### config.mk
export PLATFORM = sky130hd
export DESIGN_NAME = mm_cell
export DESIGN_NICKNAME = d
export VERILOG_FILES = /design/src/hw/rtl/mm_pkg.sv /design/src/hw/rtl/mm_cell.sv
export SDC_FILE = /design/constraint.sdc
export NUM_CORES = 1
export LEC_CHECK = 0
export ABC_CLOCK_PERIOD_IN_PS = 6000
export CAP_MARGIN = 10
export CORE_UTILIZATION = 54
export DETAILED_ROUTE_END_ITERATION = 7
export DONT_BUFFER_PORTS = 1
export GPL_ROUTABILITY_DRIVEN = 0
export GPL_TIMING_DRIVEN = 0
export HOLD_SLACK_MARGIN = 0.08
export PLACE_DENSITY_LB_ADDON = 0.05
export SYNTH_ARGS = -nofsm -noshare
export SYNTH_HDL_FRONTEND = slang
export SYNTH_SLANG_ARGS = --single-unit
### constraint.sdc
create_clock -name clk -period 6 [get_ports clk]
set_clock_uncertainty 0.15 [all_clocks]
set_input_delay 0.6 -clock clk [delete_from_list [all_inputs] [get_ports clk]]
set_output_delay 0.6 -clock clk [all_outputs]
set_load 0.02 [all_outputs]
### src/hw/rtl/mm_pkg.sv
`timescale 1ns / 1ps
`default_nettype none
package mm_pkg;
  localparam int MAX_DIM_DEF = 8;
  localparam int ELEM_W = 16;
  localparam int SUM_W = 35;
  localparam int DIM_W = 4;
  localparam int IDX_W = 3;
  localparam logic [1:0] REG_ROWS_A = 2'd0;
  localparam logic [1:0] REG_INNER_LEN = 2'd1;
  localparam logic [1:0] REG_COLS_B = 2'd2;

  function automatic logic [DIM_W-1:0] eff_dim(input logic [DIM_W-1:0] v,
                                               input logic [DIM_W-1:0] mx);
    logic [DIM_W-1:0] r;
    r = v;
    if (v == '0) r = {{(DIM_W-1){1'b0}}, 1'b1};
    else if (v > mx) r = mx;
    return r;
  endfunction
endpackage
`default_nettype wire

### src/hw/rtl/mm_cell.sv
`timescale 1ns / 1ps
`default_nettype none
// One MAC cell: multiplies the shared a by its own b and accumulates.
// On shift it takes its right neighbor's sum, so sums leave from cell 0.
module mm_cell (
  input  wire logic                               clk,
  input  wire logic                               clr,
  input  wire logic                               mac_en,
  input  wire logic                               shift_en,
  input  wire logic signed [mm_pkg::ELEM_W-1:0]   a_in,
  input  wire logic signed [mm_pkg::ELEM_W-1:0]   b_in,
  input  wire logic signed [mm_pkg::SUM_W-1:0]    sum_in,
  output logic signed [mm_pkg::SUM_W-1:0]         sum_out
);
  logic signed [2*mm_pkg::ELEM_W-1:0] prod_r;
  logic prod_v_r;
  logic signed [mm_pkg::SUM_W-1:0] acc_r;

  always_ff @(posedge clk) begin
    prod_r <= a_in * b_in;
    prod_v_r <= mac_en;
    if (clr) begin
      acc_r <= '0;
    end else if (shift_en) begin
      acc_r <= sum_in;
    end else if (prod_v_r) begin
      acc_r <= acc_r + mm_pkg::SUM_W'(prod_r);
    end
  end

  assign sum_out = acc_r;
endmodule
`default_nettype wire

==> impl_results.md, run 1 <==
- Status: finished, violations left
- Failing checks: design-rule violations
- Worst setup SP type: primary input
- Final hold vios: 0
- Area of the multi-input gates: 11,300 um2
- Setup TNS: 0 ps
- Max Fanout on Critical Path: 10
- Wirelength per Cell: 18.7 um
- Syn nets: 2,032
- Finished Layout Cells: 1,944
- DRT Wirelength: 36,400 um
- Largest net degree at the start of global routing: 13
- Clock Tree Root: clkbuf_16
- Crit end category: flop
- Final setup fails: 0
- Peak Freq: 170 MHz
- Tightest Pin Transition: 661 ps
- Initial Util: 55.0%
- Mapped Cells: 1,582
- Antenna violation net count after detailed routing: 0
- Ys flop type: dfxtp_1
- Synth area leaders: fa_1 (38%), ha_1 (10%), dfxtp_1 (9.8%)
- NumNets Final: 2,058
- Syn-to-layout area delta: 10.2%
- Worst-skew pair later-pin latency: 340 ps
- Post-synth top area share: 38.0%
- CTS H-tree depth: 3
- Final Cell Area: 15,300 um2
- Most frequent cells in the layout: inv_1 (321), fa_1 (256), nand2_1 (159)
- Die X: 162 um
- WHS: 138 ps
- Core footprint: 25,200 um2
- Max-slew violation count: 0
- Final worst path period need: 5890 ps
- Period utilization: 98.2%
- Post-synth EDFFs: 0
- Num CTS Buffers: 9
- Initial detailed-routing violation count: 793
- Fill count: 2,268
- Cell type with the largest total area after synthesis: fa_1
- Die height: 162 um
- Worst-case headroom to the max-slew limit: 55.9%
- Sequential Area: 1360 um2
- Most common cell after layout, fill and taps aside: inv_1
- Seq/Total Area, Yosys: 9.83%
- Initial antenna violation count: 0
- I/O pins: 106
- Die Area: 26,300 um2
- Post-DP Area: 14,400 um2
- Mapped cell area: 13,800 um2
- DRC viols: 5
- First-pass GRT wire length: 59,000 um
- Clock Sinks: 68
- Grt ovf: 0
- Detailed-route via count: 10,600
- Distinct cells, synth: 60
- Layout cells sized above 1: 8.43%
- Classification of the worst setup path: primary input to flop
- Clock transition at path regs: 60 ps
- All-Layer GR Usage: 28.9%
- Async set-reset flop share out of synthesis: 0%
- Number of detailed-route iterations in the first pass: 8
- Synthesized area per cell: 8.75 um2
- Max-cap viol count: 0
- Cts hold-fix bufs: 0
- Placed instance count: 1,912
- Final HPWL DP: 30,400 um
- Unrepaired setup endpoints after global routing: true
- WP data arrival: 6000 ps
- Worst Path Required: 6110 ps
- Vias per cell: 5.47
- Port Buffer Count: 0
- Synth warn: 0
- CTS Buffer Depth: 2
- CTS tree: built
- Number of global-route vias before repair: 11,100
- #FFs+latches synth: 68
- Rows: 58
- Worst hold path class: primary input to flop
cells by family after synthesis:
logic type | after synthesis | share of synthesized area (%)
XOR/XNOR | 58 | 3.67
flip-flops | 68 | 9.83
AND/OR/NAND/NOR | 446 | 15.6
adder cells (fa/ha/maj) | 379 | 48.5
AO/OA/AOI/OAI | 233 | 10.9
buffers and inverters | 386 | 10.5
multiplexers | 12 | 0.894
registers in the layout (all words and copies together) (netlist names):
| register | flops |
|---|---|
| sum_out | 35 |
| prod_v_r | 1 |
| prod_r | 32 |
cells in the mapped netlist, drive strengths merged (10+ instances only):
library cell,instances
dfxtp,68
clkbuf,49
a211oi,22
o21bai,12
o21ai,36
xnor2,44
nand2b,13
nand3,16
and2,122
ha,116
fa,263
nor3,12
a21o,28
a21oi,83
and3,10
nor2,79
xor2,14
inv,327
nand2,167
worst paths after layout:
check                             endpoint                startpoint  cells past startpoint  slack [ps]
hold reg to reg   sum_out[34]$_SDFFE_PP0P_  sum_out[34]$_SDFFE_PP0P_                      2         460
setup / recovery        prod_r[30]$_DFF_P_                   b_in[3]                     21         110
hold / removal            prod_v_r$_DFF_P_                    mac_en                      0         140
setup reg to reg  sum_out[34]$_SDFFE_PP0P_   sum_out[0]$_SDFFE_PP0P_                     12        2600
metrics by stage:
| stage | setup slack, ps | utilization [%] |
|---|---|---|
| after floorplan | -18.0 | - |
| after global placement | -729 | 57.3 |
| after detailed placement | -768 | 57.3 |
| after CTS | 2.64 | 59.2 |
| after global routing | -87.8 | 60.6 |
| final | 111 | 60.6 |
worst max-delay path, stage by stage:
cell      delay (ps)
buf_4            190
nand2_1           90
fa_1             480
fa_1             570
inv_2             40
fa_1             510
fa_1             530
fa_1             490
inv_1             50
fa_1             490
inv_2             40
ha_4             210
and3_4           180
a221oi_4         330
buf_4            180
a21oi_4           60
a211oi_2         270
a311oi_2          90
a211o_1          330
a21oi_2          140
xnor2_1          130
layer usage:
layer  GRT usage [%]  part of all wire, %  up-vias
met5               0                    0        -
met4            9.18                  3.1        0
met3            4.93                  6.7       69
met2            47.0                   45      354
met1            39.5                   45     5218
li1                -                    -     4984
what timing repair did:
item	CTS	global route
setup buffers	4	12
cloned	0	1
pin swaps	7	31
endpoints found under the setup margin	9	6
gates resized for setup	32	93
final cells by class:
cell class	count	area share, %
Multi-Input combinational cell	1128	74.2
Sequential cell	68	8.92
Clock buffer	11	1.66
Inverter	328	8.09
Tap cell	330	2.71
Clock inverter	5	0.549
Buffer	56	2.91
Timing Repair Buffer	17	0.951
Antenna cell	1	0.0164
Power of run 1 is not shown: default switching activity piles up to over one toggle a cycle in this logic, so the estimate is an artifact.
==> run 2: changes to the inputs <==
- REMOVE_ABC_BUFFERS: unset -> 1
==> run 2 against run 1 <==
Against the previous run:
- the flow now finishes without violations
- setup slack gained 61 ps
- wire length down 14%
- critical path depth increased by 1
- core utilization down 2.1 points
- register-to-register slack improved by 90 ps
- final area down 3.5%
- sequential share of layout area increased by 0.33 points
- critical endpoint unchanged
==> impl_results.md, run 2 (synthesized netlist as in run 1, its figures left out) <==
- WHS Path Cells: 0 (unchanged)
- Worst hold path class: primary input to flop
- CTS tree: built
- Initial antenna violation count: 0 (unchanged)
- Worst Path Required: 6070 ps (-40 ps)
- Rows: 58 (unchanged)
- Number of global-route vias before repair: 10,500 (-5.9%)
- PnR worst setup slack: 171 ps (+60.7 ps)
- Die Area: 26,300 um2 (unchanged)
- Final hold vios: 0 (unchanged)
- Final HPWL DP: 25,200 um (-17%)
- Initial detailed-routing violation count: 488 (-38%)
- Max-slew violation count: 0 (unchanged)
- WHS: 150 ps (+11.7 ps)
- Final setup fails: 0 (unchanged)
- Core footprint: 25,200 um2 (unchanged)
- First-pass GRT wire length: 52,300 um (-11%)
- Die height: 162 um (unchanged)
- Grt ovf: 0 (unchanged)
- NumNets Final: 1,995 (-3.1%)
- Placed instance count: 1,854 (-3.0%)
- Num CTS Buffers: 9 (unchanged)
- Status: finished, final reports clean
- Max Fanout on Critical Path: 16 (+6)
- Classification of the worst setup path: primary input to flop
- Crit end category: flop
- Unrepaired setup endpoints after global routing: true
- Finished Layout Cells: 1,880 (-3.3%)
- Clock Sinks: 68 (unchanged)
- Worst-case headroom to the max-slew limit: 45.2% (-11 points)
- Tightest Pin Transition: 822 ps (+160 ps)
- CTS Buffer Depth: 2 (unchanged)
- I/O pins: 106 (unchanged)
- Clock transition at path regs: 60 ps (about the same)
- Dpl ws: -697 ps (+70.8 ps)
- Period utilization: 97.1% (-1.0 points)
- All-Layer GR Usage: 25.0% (-4.0 points)
- Reg2reg path depth: 12 (unchanged)
- Max reg flops: 35 (unchanged)
- Vias per cell: 5.37 (-1.8%)
- Layout cells sized above 1: 5.35% (-3.1 points)
- Peak Freq: 172 MHz (+1.0%)
- DRT Wirelength: 31,400 um (-14%)
- Max-cap viol count: 0 (unchanged)
- DRC viols: 0 (-5)
- Detailed-route via count: 10,100 (-5.0%)
- Diode count: 0 (-1)
- Worst-skew pair later-pin latency: 330 ps (about the same)
- Most common cell after layout, fill and taps aside: inv_1
- Final worst path period need: 5830 ps (-60.7 ps)
- Antenna violation net count after detailed routing: 0 (unchanged)
- Clock Tree Root: clkbuf_16
- Most frequent cells in the layout: inv_1 (322), fa_1 (257), nand2_1 (163)
- Wirelength per Cell: 16.7 um (-11%)
- Number of detailed-route iterations in the first pass: 7 (-1)
- Worst setup SP type: primary input
- Largest net degree at the start of global routing: 51 (+38)
- Port Buffer Count: 0 (unchanged)
- CTS H-tree depth: 3 (unchanged)
- Die X: 162 um (unchanged)
- WP data arrival: 5900 ps (-100 ps)
- Syn-to-layout area delta: 6.32%
- Initial Util: 55.0% (unchanged)
==> run 2: cell types whose count changed in the layout (fill, tap and decap cells not counted), moves of 3 or more <==
cell and change:
and2_1 +7, and2_4 -7, buf_1 -6, buf_12 -5, buf_2 -5, buf_4 -9
buf_6 -9, clkbuf_1 -18, clkbuf_4 -4, clkbuf_8 -4, ha_1 -3, ha_4 +3
nand2_1 +4, nand2_2 -5
==> run 2: through the flow <==
stage / TNS (ps) / util (%) / cell area [um2]
3_5_place_dp: -4310 / 55.7 / 14000
3_3_place_gp: -3780 / 55.7 / 14000
5_1_grt: -30.6 / 58.5 / 14700
2_1_floorplan: -56.9 / - / 13600
6_report: 0 / 58.5 / 14700
4_1_cts: -3.45 / 57.3 / 14400
==> run 2: path summary, 6_finish.rpt <==
path | from | endpoint | slack (ps)
max reg2reg | sum_out[0]$_SDFFE_PP0P_ | sum_out[34]$_SDFFE_PP0P_ | 2690
min | mac_en | prod_v_r$_DFF_P_ | 150
min reg2reg | sum_out[34]$_SDFFE_PP0P_ | sum_out[34]$_SDFFE_PP0P_ | 450
max | a_in[9] | prod_r[30]$_DFF_P_ | 170
==> run 2: layout make-up <==
cell class,count,area (um2)
multi-input cells,1128,11300
fillers,2345,10500
flip-flops and latches,68,1360
inverters,328,1240
well taps,330,413
clock buffers,11,253
clock inverters,5,83.8
repair buffers,10,75.1
==> run 2: timing repair <==
item / in CTS / in global routing
setup endpoints to repair: 6 / 5
hold buffers: 0 / 0
pin swaps: 2 / 26
gates resized for setup: 8 / 45
buffers inserted: 1 / 9
==> run 2: routing by layer <==
layer | global-route usage [%] | part of all wire (%)
met5 | 0 | 0
met4 | 4.97 | 0.95
met3 | 2.86 | 5.6
met2 | 40.2 | 45
met1 | 36.4 | 48
==> run 2: worst max-delay path, cell delays in order <==
cell	delay, ps
and2_1	150
fa_1	530
inv_1	50
fa_1	470
fa_2	540
inv_1	60
fa_2	460
fa_1	480
inv_1	50
fa_1	470
inv_1	60
ha_4	300
and3_4	230
o2111ai_4	140
o21bai_4	210
a21oi_2	210
a211oi_2	70
a311oi_2	330
buf_4	170
a211o_1	130
a21oi_2	50
xnor2_1	120
Power of run 2 is left out for the same reason.
